===== config.mk =====
export PLATFORM = sky130hd
export DESIGN_NAME = all_pairs_box_overlap_scan
export DESIGN_NICKNAME = d
export VERILOG_FILES = /design/src/rtl/apbos_pkg.sv /design/src/rtl/apbos_ram.sv /design/src/rtl/all_pairs_box_overlap_scan.sv
export SDC_FILE = /design/constraint.sdc
export NUM_CORES = 2
export LEC_CHECK = 0
export BUFFER_PORTS_ARGS = -buffer_cell sky130_fd_sc_hd__buf_2
export CAP_MARGIN = 20
export CORE_MARGIN = 8
export CORE_UTILIZATION = 40
export DETAILED_ROUTE_END_ITERATION = 10
export HOLD_SLACK_MARGIN = 0.15
export SYNTH_ARGS = -nofsm -noshare
export SYNTH_HDL_FRONTEND = slang
export SYNTH_HIERARCHICAL = 1
export SYNTH_SLANG_ARGS = --single-unit

===== constraint.sdc =====
create_clock -name clk -period 13.2 [get_ports clk]
set_input_delay 2.64 -clock clk [delete_from_list [all_inputs] [get_ports clk]]
set_output_delay 2.64 -clock clk [all_outputs]
set_load 0.05 [all_outputs]

===== src/rtl/apbos_pkg.sv =====
// Shared constants, types and helpers for the all-pairs box overlap scan.
package apbos_pkg;

  localparam int MAX_ENTITIES = 32;
  localparam int ID_W         = 5;
  localparam int ID_REACH     = 32;
  localparam int CNT_W        = 6;
  localparam int EDGE_W       = 18;
  localparam int TBL_AW       = (MAX_ENTITIES > 1) ? $clog2(MAX_ENTITIES) : 1;
  localparam int SCAN_MAX     = (MAX_ENTITIES < ID_REACH) ? MAX_ENTITIES : ID_REACH;

  localparam logic REQ_LOAD  = 1'b0;
  localparam logic REQ_QUERY = 1'b1;

  typedef logic signed [EDGE_W-1:0] edge_t;

  typedef struct packed {
    edge_t left;
    edge_t right;
    edge_t top;
    edge_t bottom;
  } entry_t;

  typedef enum logic [1:0] {
    ST_IDLE,
    ST_LOAD_A,
    ST_SCAN,
    ST_FINISH
  } state_t;

  // Scan counter value to table address; callers keep the value below MAX_ENTITIES.
  function automatic logic [TBL_AW-1:0] to_addr(input logic [CNT_W-1:0] v);
    logic [TBL_AW+CNT_W-1:0] ext;
    ext = {{TBL_AW{1'b0}}, v};
    return ext[TBL_AW-1:0];
  endfunction

  // Strict overlap: touching edges do not count.
  function automatic logic boxes_overlap(input entry_t a, input entry_t b);
    return ($signed(a.right) > $signed(b.left)) && ($signed(a.left) < $signed(b.right)) &&
           ($signed(a.bottom) > $signed(b.top)) && ($signed(a.top) < $signed(b.bottom));
  endfunction

endpackage


===== src/rtl/apbos_ram.sv =====
// Generic single-write, single-read RAM with registered read data.
module apbos_ram #(
  parameter int WIDTH = 8,
  parameter int DEPTH = 32
) (
  input  logic                     clk,
  input  logic                     we,
  input  logic [$clog2(DEPTH)-1:0] waddr,
  input  logic [WIDTH-1:0]         wdata,
  input  logic                     re,
  input  logic [$clog2(DEPTH)-1:0] raddr,
  output logic [WIDTH-1:0]         rdata
);

  logic [WIDTH-1:0] mem [DEPTH];

  always_ff @(posedge clk) begin
    if (we) begin
      mem[waddr] <= wdata;
    end
    if (re) begin
      rdata <= mem[raddr];
    end
  end

endmodule


===== src/rtl/all_pairs_box_overlap_scan.sv =====
// Top level: entity box table with an iterative all-pairs overlap scan.
//
// Input channel (in_valid/in_ready) takes one item: a load writes one table
// entry (edges from position, offset and size, plus the live flag) and is
// taken with no result. A query names entity A and scans every entity B
// with A < B < min(entity_count, 32) through one shared overlap comparator,
// one table entry per cycle unless a stall holds the scan, read from a
// single-port-read RAM. in_ready is low while a query runs.
// Result channel (out_valid/out_ready) gives one item per overlapping pair,
// the final one flagged last_of_run, or a single not-found item. A found pair
// is held back one step so the last flag is known when it goes out.
// When the receiver stalls, the output register holds and the scan pauses on
// the next hit while a pair is held. A query's last result may still wait in
// the output register while the next item is accepted.
// cfg_wr_en writes entity_count in the same cycle; use only while idle (unchecked).
// Reset (rst_n low, synchronous) clears all live flags, entity_count and the
// control state; box edges are undefined until loaded.
module all_pairs_box_overlap_scan (
  input  logic                          clk,
  input  logic                          rst_n,
  input  logic                          cfg_wr_en,
  input  logic [apbos_pkg::CNT_W-1:0]   cfg_wr_data,
  input  logic                          in_valid,
  output logic                          in_ready,
  input  logic                          in_req_type,
  input  logic [apbos_pkg::ID_W-1:0]    in_entity_index,
  input  logic signed [15:0]            in_pos_x,
  input  logic signed [15:0]            in_pos_y,
  input  logic signed [15:0]            in_box_off_x,
  input  logic signed [15:0]            in_box_off_y,
  input  logic [15:0]                   in_box_width,
  input  logic [15:0]                   in_box_height,
  input  logic                          in_entity_live,
  output logic                          out_valid,
  input  logic                          out_ready,
  output logic [apbos_pkg::ID_W-1:0]    out_first_entity,
  output logic [apbos_pkg::ID_W-1:0]    out_second_entity,
  output logic                          out_pair_found,
  output logic                          out_last_of_run
);

  localparam int EW = $bits(apbos_pkg::entry_t);

  apbos_pkg::state_t                  state_r, state_nxt;
  logic [apbos_pkg::CNT_W-1:0]        entity_count_r;
  logic [apbos_pkg::MAX_ENTITIES-1:0] live_r, live_nxt;
  logic [apbos_pkg::ID_W-1:0]         a_idx_r, a_idx_nxt;
  logic [apbos_pkg::CNT_W-1:0]        limit_r, limit_nxt;
  logic [apbos_pkg::CNT_W-1:0]        b_r, b_nxt;
  logic                               c_vld_r, c_vld_nxt;
  logic [apbos_pkg::ID_W-1:0]         c_b_r, c_b_nxt;
  logic                               pend_vld_r, pend_vld_nxt;
  logic [apbos_pkg::ID_W-1:0]         pend_b_r, pend_b_nxt;
  apbos_pkg::entry_t                  a_box_r, a_box_nxt;
  logic                               out_valid_r, out_valid_nxt;
  logic [apbos_pkg::ID_W-1:0]         out_first_r, out_first_nxt;
  logic [apbos_pkg::ID_W-1:0]         out_second_r, out_second_nxt;
  logic                               out_found_r, out_found_nxt;
  logic                               out_last_r, out_last_nxt;

  logic                               ram_we;
  logic [apbos_pkg::TBL_AW-1:0]       ram_waddr;
  logic                               ram_re;
  logic [apbos_pkg::TBL_AW-1:0]       ram_raddr;
  logic [EW-1:0]                      ram_rdata;
  apbos_pkg::entry_t                  ld_box;
  apbos_pkg::entry_t                  rd_box;

  logic [apbos_pkg::CNT_W-1:0]        idx_ext;
  logic [apbos_pkg::CNT_W-1:0]        q_limit;
  logic                               idx_in_table;
  logic                               a_ok;
  logic                               out_free;
  logic                               hit;
  logic                               stall;

  // Load-side edge arithmetic
  always_comb begin
    ld_box.left   = apbos_pkg::EDGE_W'(in_pos_x) + apbos_pkg::EDGE_W'(in_box_off_x);
    ld_box.top    = apbos_pkg::EDGE_W'(in_pos_y) + apbos_pkg::EDGE_W'(in_box_off_y);
    ld_box.right  = ld_box.left + $signed({2'b00, in_box_width});
    ld_box.bottom = ld_box.top + $signed({2'b00, in_box_height});
  end

  assign rd_box       = apbos_pkg::entry_t'(ram_rdata);
  assign idx_ext      = {1'b0, in_entity_index};
  assign idx_in_table = (32'(in_entity_index) < apbos_pkg::MAX_ENTITIES);
  assign q_limit      = (entity_count_r < apbos_pkg::CNT_W'(apbos_pkg::SCAN_MAX)) ?
                        entity_count_r : apbos_pkg::CNT_W'(apbos_pkg::SCAN_MAX);
  assign a_ok         = (idx_ext < q_limit) && live_r[apbos_pkg::to_addr(idx_ext)];
  assign ram_waddr    = apbos_pkg::to_addr(idx_ext);

  assign out_free = !out_valid_r || out_ready;
  assign hit      = c_vld_r && live_r[apbos_pkg::to_addr({1'b0, c_b_r})] &&
                    apbos_pkg::boxes_overlap(a_box_r, rd_box);
  // a hit must push the held pair out first
  assign stall    = hit && pend_vld_r && !out_free;

  apbos_ram #(
    .WIDTH (EW),
    .DEPTH (apbos_pkg::MAX_ENTITIES)
  ) u_tbl (
    .clk   (clk),
    .we    (ram_we),
    .waddr (ram_waddr),
    .wdata (ld_box),
    .re    (ram_re),
    .raddr (ram_raddr),
    .rdata (ram_rdata)
  );

  always_comb begin
    state_nxt      = state_r;
    live_nxt       = live_r;
    a_idx_nxt      = a_idx_r;
    limit_nxt      = limit_r;
    b_nxt          = b_r;
    c_vld_nxt      = c_vld_r;
    c_b_nxt        = c_b_r;
    pend_vld_nxt   = pend_vld_r;
    pend_b_nxt     = pend_b_r;
    a_box_nxt      = a_box_r;
    out_valid_nxt  = out_valid_r;
    out_first_nxt  = out_first_r;
    out_second_nxt = out_second_r;
    out_found_nxt  = out_found_r;
    out_last_nxt   = out_last_r;
    ram_we         = 1'b0;
    ram_re         = 1'b0;
    ram_raddr      = apbos_pkg::to_addr(b_r);
    in_ready       = 1'b0;

    if (out_valid_r && out_ready) begin
      out_valid_nxt = 1'b0;
    end

    unique case (state_r)
      apbos_pkg::ST_IDLE: begin
        in_ready = 1'b1;
        if (in_valid) begin
          if (in_req_type == apbos_pkg::REQ_LOAD) begin
            if (idx_in_table) begin
              ram_we = 1'b1;
              live_nxt[apbos_pkg::to_addr(idx_ext)] = in_entity_live;
            end
          end else begin
            a_idx_nxt    = in_entity_index;
            limit_nxt    = q_limit;
            b_nxt        = idx_ext + apbos_pkg::CNT_W'(1);
            c_vld_nxt    = 1'b0;
            pend_vld_nxt = 1'b0;
            if (a_ok) begin
              ram_re    = 1'b1;
              ram_raddr = apbos_pkg::to_addr(idx_ext);
              state_nxt = apbos_pkg::ST_LOAD_A;
            end else begin
              state_nxt = apbos_pkg::ST_FINISH;
            end
          end
        end
      end

      apbos_pkg::ST_LOAD_A: begin
        a_box_nxt = rd_box;
        if (b_r < limit_r) begin
          ram_re    = 1'b1;
          c_vld_nxt = 1'b1;
          c_b_nxt   = b_r[apbos_pkg::ID_W-1:0];
          b_nxt     = b_r + apbos_pkg::CNT_W'(1);
        end
        state_nxt = apbos_pkg::ST_SCAN;
      end

      apbos_pkg::ST_SCAN: begin
        if (!c_vld_r && (b_r >= limit_r)) begin
          state_nxt = apbos_pkg::ST_FINISH;
        end else if (!stall) begin
          if (hit) begin
            if (pend_vld_r) begin
              out_valid_nxt  = 1'b1;
              out_first_nxt  = a_idx_r;
              out_second_nxt = pend_b_r;
              out_found_nxt  = 1'b1;
              out_last_nxt   = 1'b0;
            end
            pend_vld_nxt = 1'b1;
            pend_b_nxt   = c_b_r;
          end
          if (b_r < limit_r) begin
            ram_re    = 1'b1;
            c_vld_nxt = 1'b1;
            c_b_nxt   = b_r[apbos_pkg::ID_W-1:0];
            b_nxt     = b_r + apbos_pkg::CNT_W'(1);
          end else begin
            c_vld_nxt = 1'b0;
          end
        end
      end

      apbos_pkg::ST_FINISH: begin
        if (out_free) begin
          out_valid_nxt  = 1'b1;
          out_first_nxt  = a_idx_r;
          out_second_nxt = pend_vld_r ? pend_b_r : '0;
          out_found_nxt  = pend_vld_r;
          out_last_nxt   = 1'b1;
          pend_vld_nxt   = 1'b0;
          state_nxt      = apbos_pkg::ST_IDLE;
        end
      end

      default: begin
        state_nxt = apbos_pkg::ST_IDLE;
      end
    endcase
  end

  always_ff @(posedge clk) begin
    if (!rst_n) begin
      state_r        <= apbos_pkg::ST_IDLE;
      entity_count_r <= '0;
      live_r         <= '0;
      c_vld_r        <= 1'b0;
      pend_vld_r     <= 1'b0;
      out_valid_r    <= 1'b0;
    end else begin
      state_r     <= state_nxt;
      live_r      <= live_nxt;
      c_vld_r     <= c_vld_nxt;
      pend_vld_r  <= pend_vld_nxt;
      out_valid_r <= out_valid_nxt;
      if (cfg_wr_en) begin
        entity_count_r <= cfg_wr_data;
      end
    end
  end

  always_ff @(posedge clk) begin
    a_idx_r      <= a_idx_nxt;
    limit_r      <= limit_nxt;
    b_r          <= b_nxt;
    c_b_r        <= c_b_nxt;
    pend_b_r     <= pend_b_nxt;
    a_box_r      <= a_box_nxt;
    out_first_r  <= out_first_nxt;
    out_second_r <= out_second_nxt;
    out_found_r  <= out_found_nxt;
    out_last_r   <= out_last_nxt;
  end

  assign out_valid         = out_valid_r;
  assign out_first_entity  = out_first_r;
  assign out_second_entity = out_second_r;
  assign out_pair_found    = out_found_r;
  assign out_last_of_run   = out_last_r;

  // no scan leftovers once back in idle
  a_idle_clean: assert property (@(posedge clk) disable iff (!rst_n)
    (state_r == apbos_pkg::ST_IDLE) |-> (!pend_vld_r && !c_vld_r))
    else $error("scan state left over in idle");

  // the scan pointer never runs past the limit
  a_scan_bound: assert property (@(posedge clk) disable iff (!rst_n)
    (state_r == apbos_pkg::ST_SCAN) |-> (b_r <= limit_r))
    else $error("scan pointer beyond limit");

  // only entities above A are compared
  a_b_above_a: assert property (@(posedge clk) disable iff (!rst_n)
    c_vld_r |-> (c_b_r > a_idx_r))
    else $error("compared entity not above A");

  // a not-found item is always last and names no partner
  a_not_found: assert property (@(posedge clk) disable iff (!rst_n)
    (out_valid_r && !out_found_r) |-> (out_last_r && (out_second_r == '0)))
    else $error("malformed not-found item");

  // a finished query with a held pair must emit it as found
  a_finish_pair: assert property (@(posedge clk) disable iff (!rst_n)
    ((state_r == apbos_pkg::ST_FINISH) && out_free && pend_vld_r) |=>
      (out_valid_r && out_found_r && out_last_r))
    else $error("held pair lost at end of scan");

endmodule

==> flow_summary.yaml <==
status:
  status: "finished clean"
finish:
  nFillCells: 21139
  antenna_cells: 0
  final_common_cell: "edfxtp_1"
  multi_input_area_um2: 24360
  instances_no_fill: 9125
  final_area_um2: 114400
  most-common-layout-cells: "edfxtp_1 (2487), mux2i_1 (587), a22oi_1 (367), mux4_2 (311), clkbuf_16 (246)"
  layout-drive-gt1-share_pct: 19.16
  seq_area_um2: 75540
  synthToLayoutAreaGrowth_pct: 13.49
  final_util_pct: 45.59
  layout.nets: 5841
routing:
  met3WireLength_um: 18990
  routed.top_layer: "met4"
  detail_route.first_pass.iterations: 7
  antenna_left: 0
  drtIter0Drc: 6318
  drc: 0
  dr_wl_met2_um: 139900
  met1Wirelength_um: 114000
  wire_per_inst_um: 30.75
  vias: 53584
  wl_um: 280500
  vias_per_cell: 5.872
logic_synthesis:
  synthDistinctLibCells: 74
  ys_seq_area_share_pct: 74.94
  syn_inst: 5283
  synth_seq_cells: 2530
  synth_flop_cell: "edfxtp_1"
  syn-cell-area_um2: 100800
  syn_nets: 5550
  synth-edff-count: 2487
  yosysWarnings: 6
  post_synth.cell_area_avg_um2: 19.08
  async_flop_share_pct: 0
critical_path:
  crit_buf_inv: 4
  cp-start-kind: "primary input"
  critPathTopFamily: "buffers and inverters"
  rr_startpoint: "entity_count_r[5]"
  path_common_cell: "buf_4"
  cpMaxStageDelayCell: "nor2b_1"
  path_max_fanout: 69
  worstPathRequired_ps: 13790
  path_class: "in2reg"
  slowest_delay_ps: 1040
  cp_data_arrival_time_ps: 8360
  startpoint: "in_entity_index[0]"
  end_kind: "flop"
  worstPathCellList: "buf_2 > mux4_2 > mux2_2 > o22ai_1 > a2111oi_0 > o31ai_1 > nor2_4 > nand2_1 > o21ai_4 > buf_4 > buf_12 > buf_4 > nor2b_1 > a22oi_1 > nand3_1 > nand4_1"
placement:
  dpl.hpwl_um: 150500
  dp.cells: 8670
  dpl_cell_area_um2: 106600
  io_buffers: 127
  gp_congestion: 0.8015
clock_tree:
  cts_tree: "built"
  cts.sinks: 2530
  root_buffer: "clkbuf_16"
  holdBufCountCts: 0
  clk_pin_slew_worst_paths_ps: 60
  cts_resized: 0
  clock_latency_ps: 880
  htreeDepth: 4
  numCtsBuffers: 241
  post_cts_buffers: 0
  clock_path_buffers: 3
sta:
  rsz0062_at_grt: "no"
  finalHoldViolCount: 0
  whs_ps: 417.4
  worst_pin_slew_ps: 1227
  clock_skew_ps: 32.91
  post-route-period-util_pct: 58.87
  slew_headroom_pct: 18.04
  slew_viol_final: 0
  layout_min_cycle_time_ps: 7771
  setup_viol: 0
  fin_setup_tns_ps: 0
  max_freq_mhz: 128.7
power_and_ir_drop:
  swShare_pct: 31.84
  p_int_mw: 16.37
  seqPwrFrac_pct: 43.1
  pwr_density_cell_nw_per_um2: 209.9
  ir_drop_mv: 0.1767
  combPwrFrac_pct: 28.8
  clkPwrFrac_pct: 28.1
  leakagePower_nw: 38.18
  switching_power_mw: 7.645
worst_hold_path:
  min-delay-start: "a_idx_r[3]"
  hold_class: "reg2reg"
global_routing:
  grt_pass1_wl_um: 393000
  grt_pass1_vias: 52446
  antenna_found_initial: 3
  grt-ovfl-total: 0
  grt_max_degree: 116
  grt_usage_pct: 20.13
floorplan:
  start_util_pct: 40.17
  design.portCount: 128
  die_area_um2: 268300
  rows: 184
  core_area_um2: 250900
  fp.dieH_um: 518.0
  die_x_um: 518.0
run:
  drv_cap: 0
## path summary, 6_finish.rpt
check	end	slack (ps)	cells past startpoint
min	out_first_entity[3]	420	0
max	u_tbl/rdata[69]	5430	16
max reg2reg	u_tbl/rdata[69]	7130	16
min reg2reg	out_first_entity[3]	420	0
## layout make-up
class / count / share of cell area, %
clock buffer: 296 / 5.517
clock inverter: 150 / 1.201
inverter: 104 / 0.3412
multi-input combinational: 2390 / 21.29
sequential: 2530 / 66.03
tap: 3348 / 3.662
timing repair buffer: 307 / 1.958
## synth_stat cells, drive strengths merged (35+ instances only)
cell type	instances	area, um2
a21oi	69	352.8
a22o	46	402.9
a22oi	367	2755
a31oi	56	350.3
buf	146	957.2
clkbuf	113	424.2
dfxtp	43	860.8
edfxtp	2487	74680
ha	149	1864
inv	104	390.4
mux2i	587	5876
mux4	311	7004
nand2	69	259.0
nand3	166	830.8
nand4	35	231.5
nor2	99	386.6
nor2b	51	319.1
o21ai	47	235.2
xnor2	42	367.9
## state kept, by name (all words and copies together), names as in the netlist, 6 cells and up
| signal | cells |
|---|---|
| limit_r | 6 |
| b_r | 6 |
| entity_count_r | 6 |
| u_tbl/mem | 2304 |
| a_box_r | 72 |
| live_r | 32 |
| u_tbl/rdata | 72 |
## power groups by stage
stage	logic, mW	clock network, mW	registers (mW)
final	6.91	6.76	10.3
after global routing	7.37	7.13	10.4
after CTS	6.90	6.86	10.4
after detailed placement	6.87	0	10.5
after global placement	6.77	0	10.5
after floorplan	4.66	0	10.3
## metal layers
metal,GRT usage (%),vias to the layer above
met4,5.387,0
li1,-,22237
met2,34.53,2247
met3,2.424,401
met1,27.33,28699
met5,0,-
## through the flow
stage | power, mW | setup slack, ps
floorplan | 15.00 | 4019
CTS | 24.11 | 5511
detailed placement | 17.39 | 4619
finish | 24.01 | 5429
global route | 24.86 | 5099
global placement | 17.29 | 4692
## logic make-up (layout without fill, tap and decap cells)
kind of cell               Yosys count  in the layout  synth area share (%)
buffers and inverters              363            857                 1.758
and+or+nand+nor                    552            552                 2.840
DFF                               2530           2530                 74.94
muxes                              906            906                 12.87
adders and majority gates          153            153                 1.929
xor gates and xnor gates            60             60                0.5213
AOI/OAI and AO/OA                  719            719                 5.146
(Power assumes the default switching activity.)
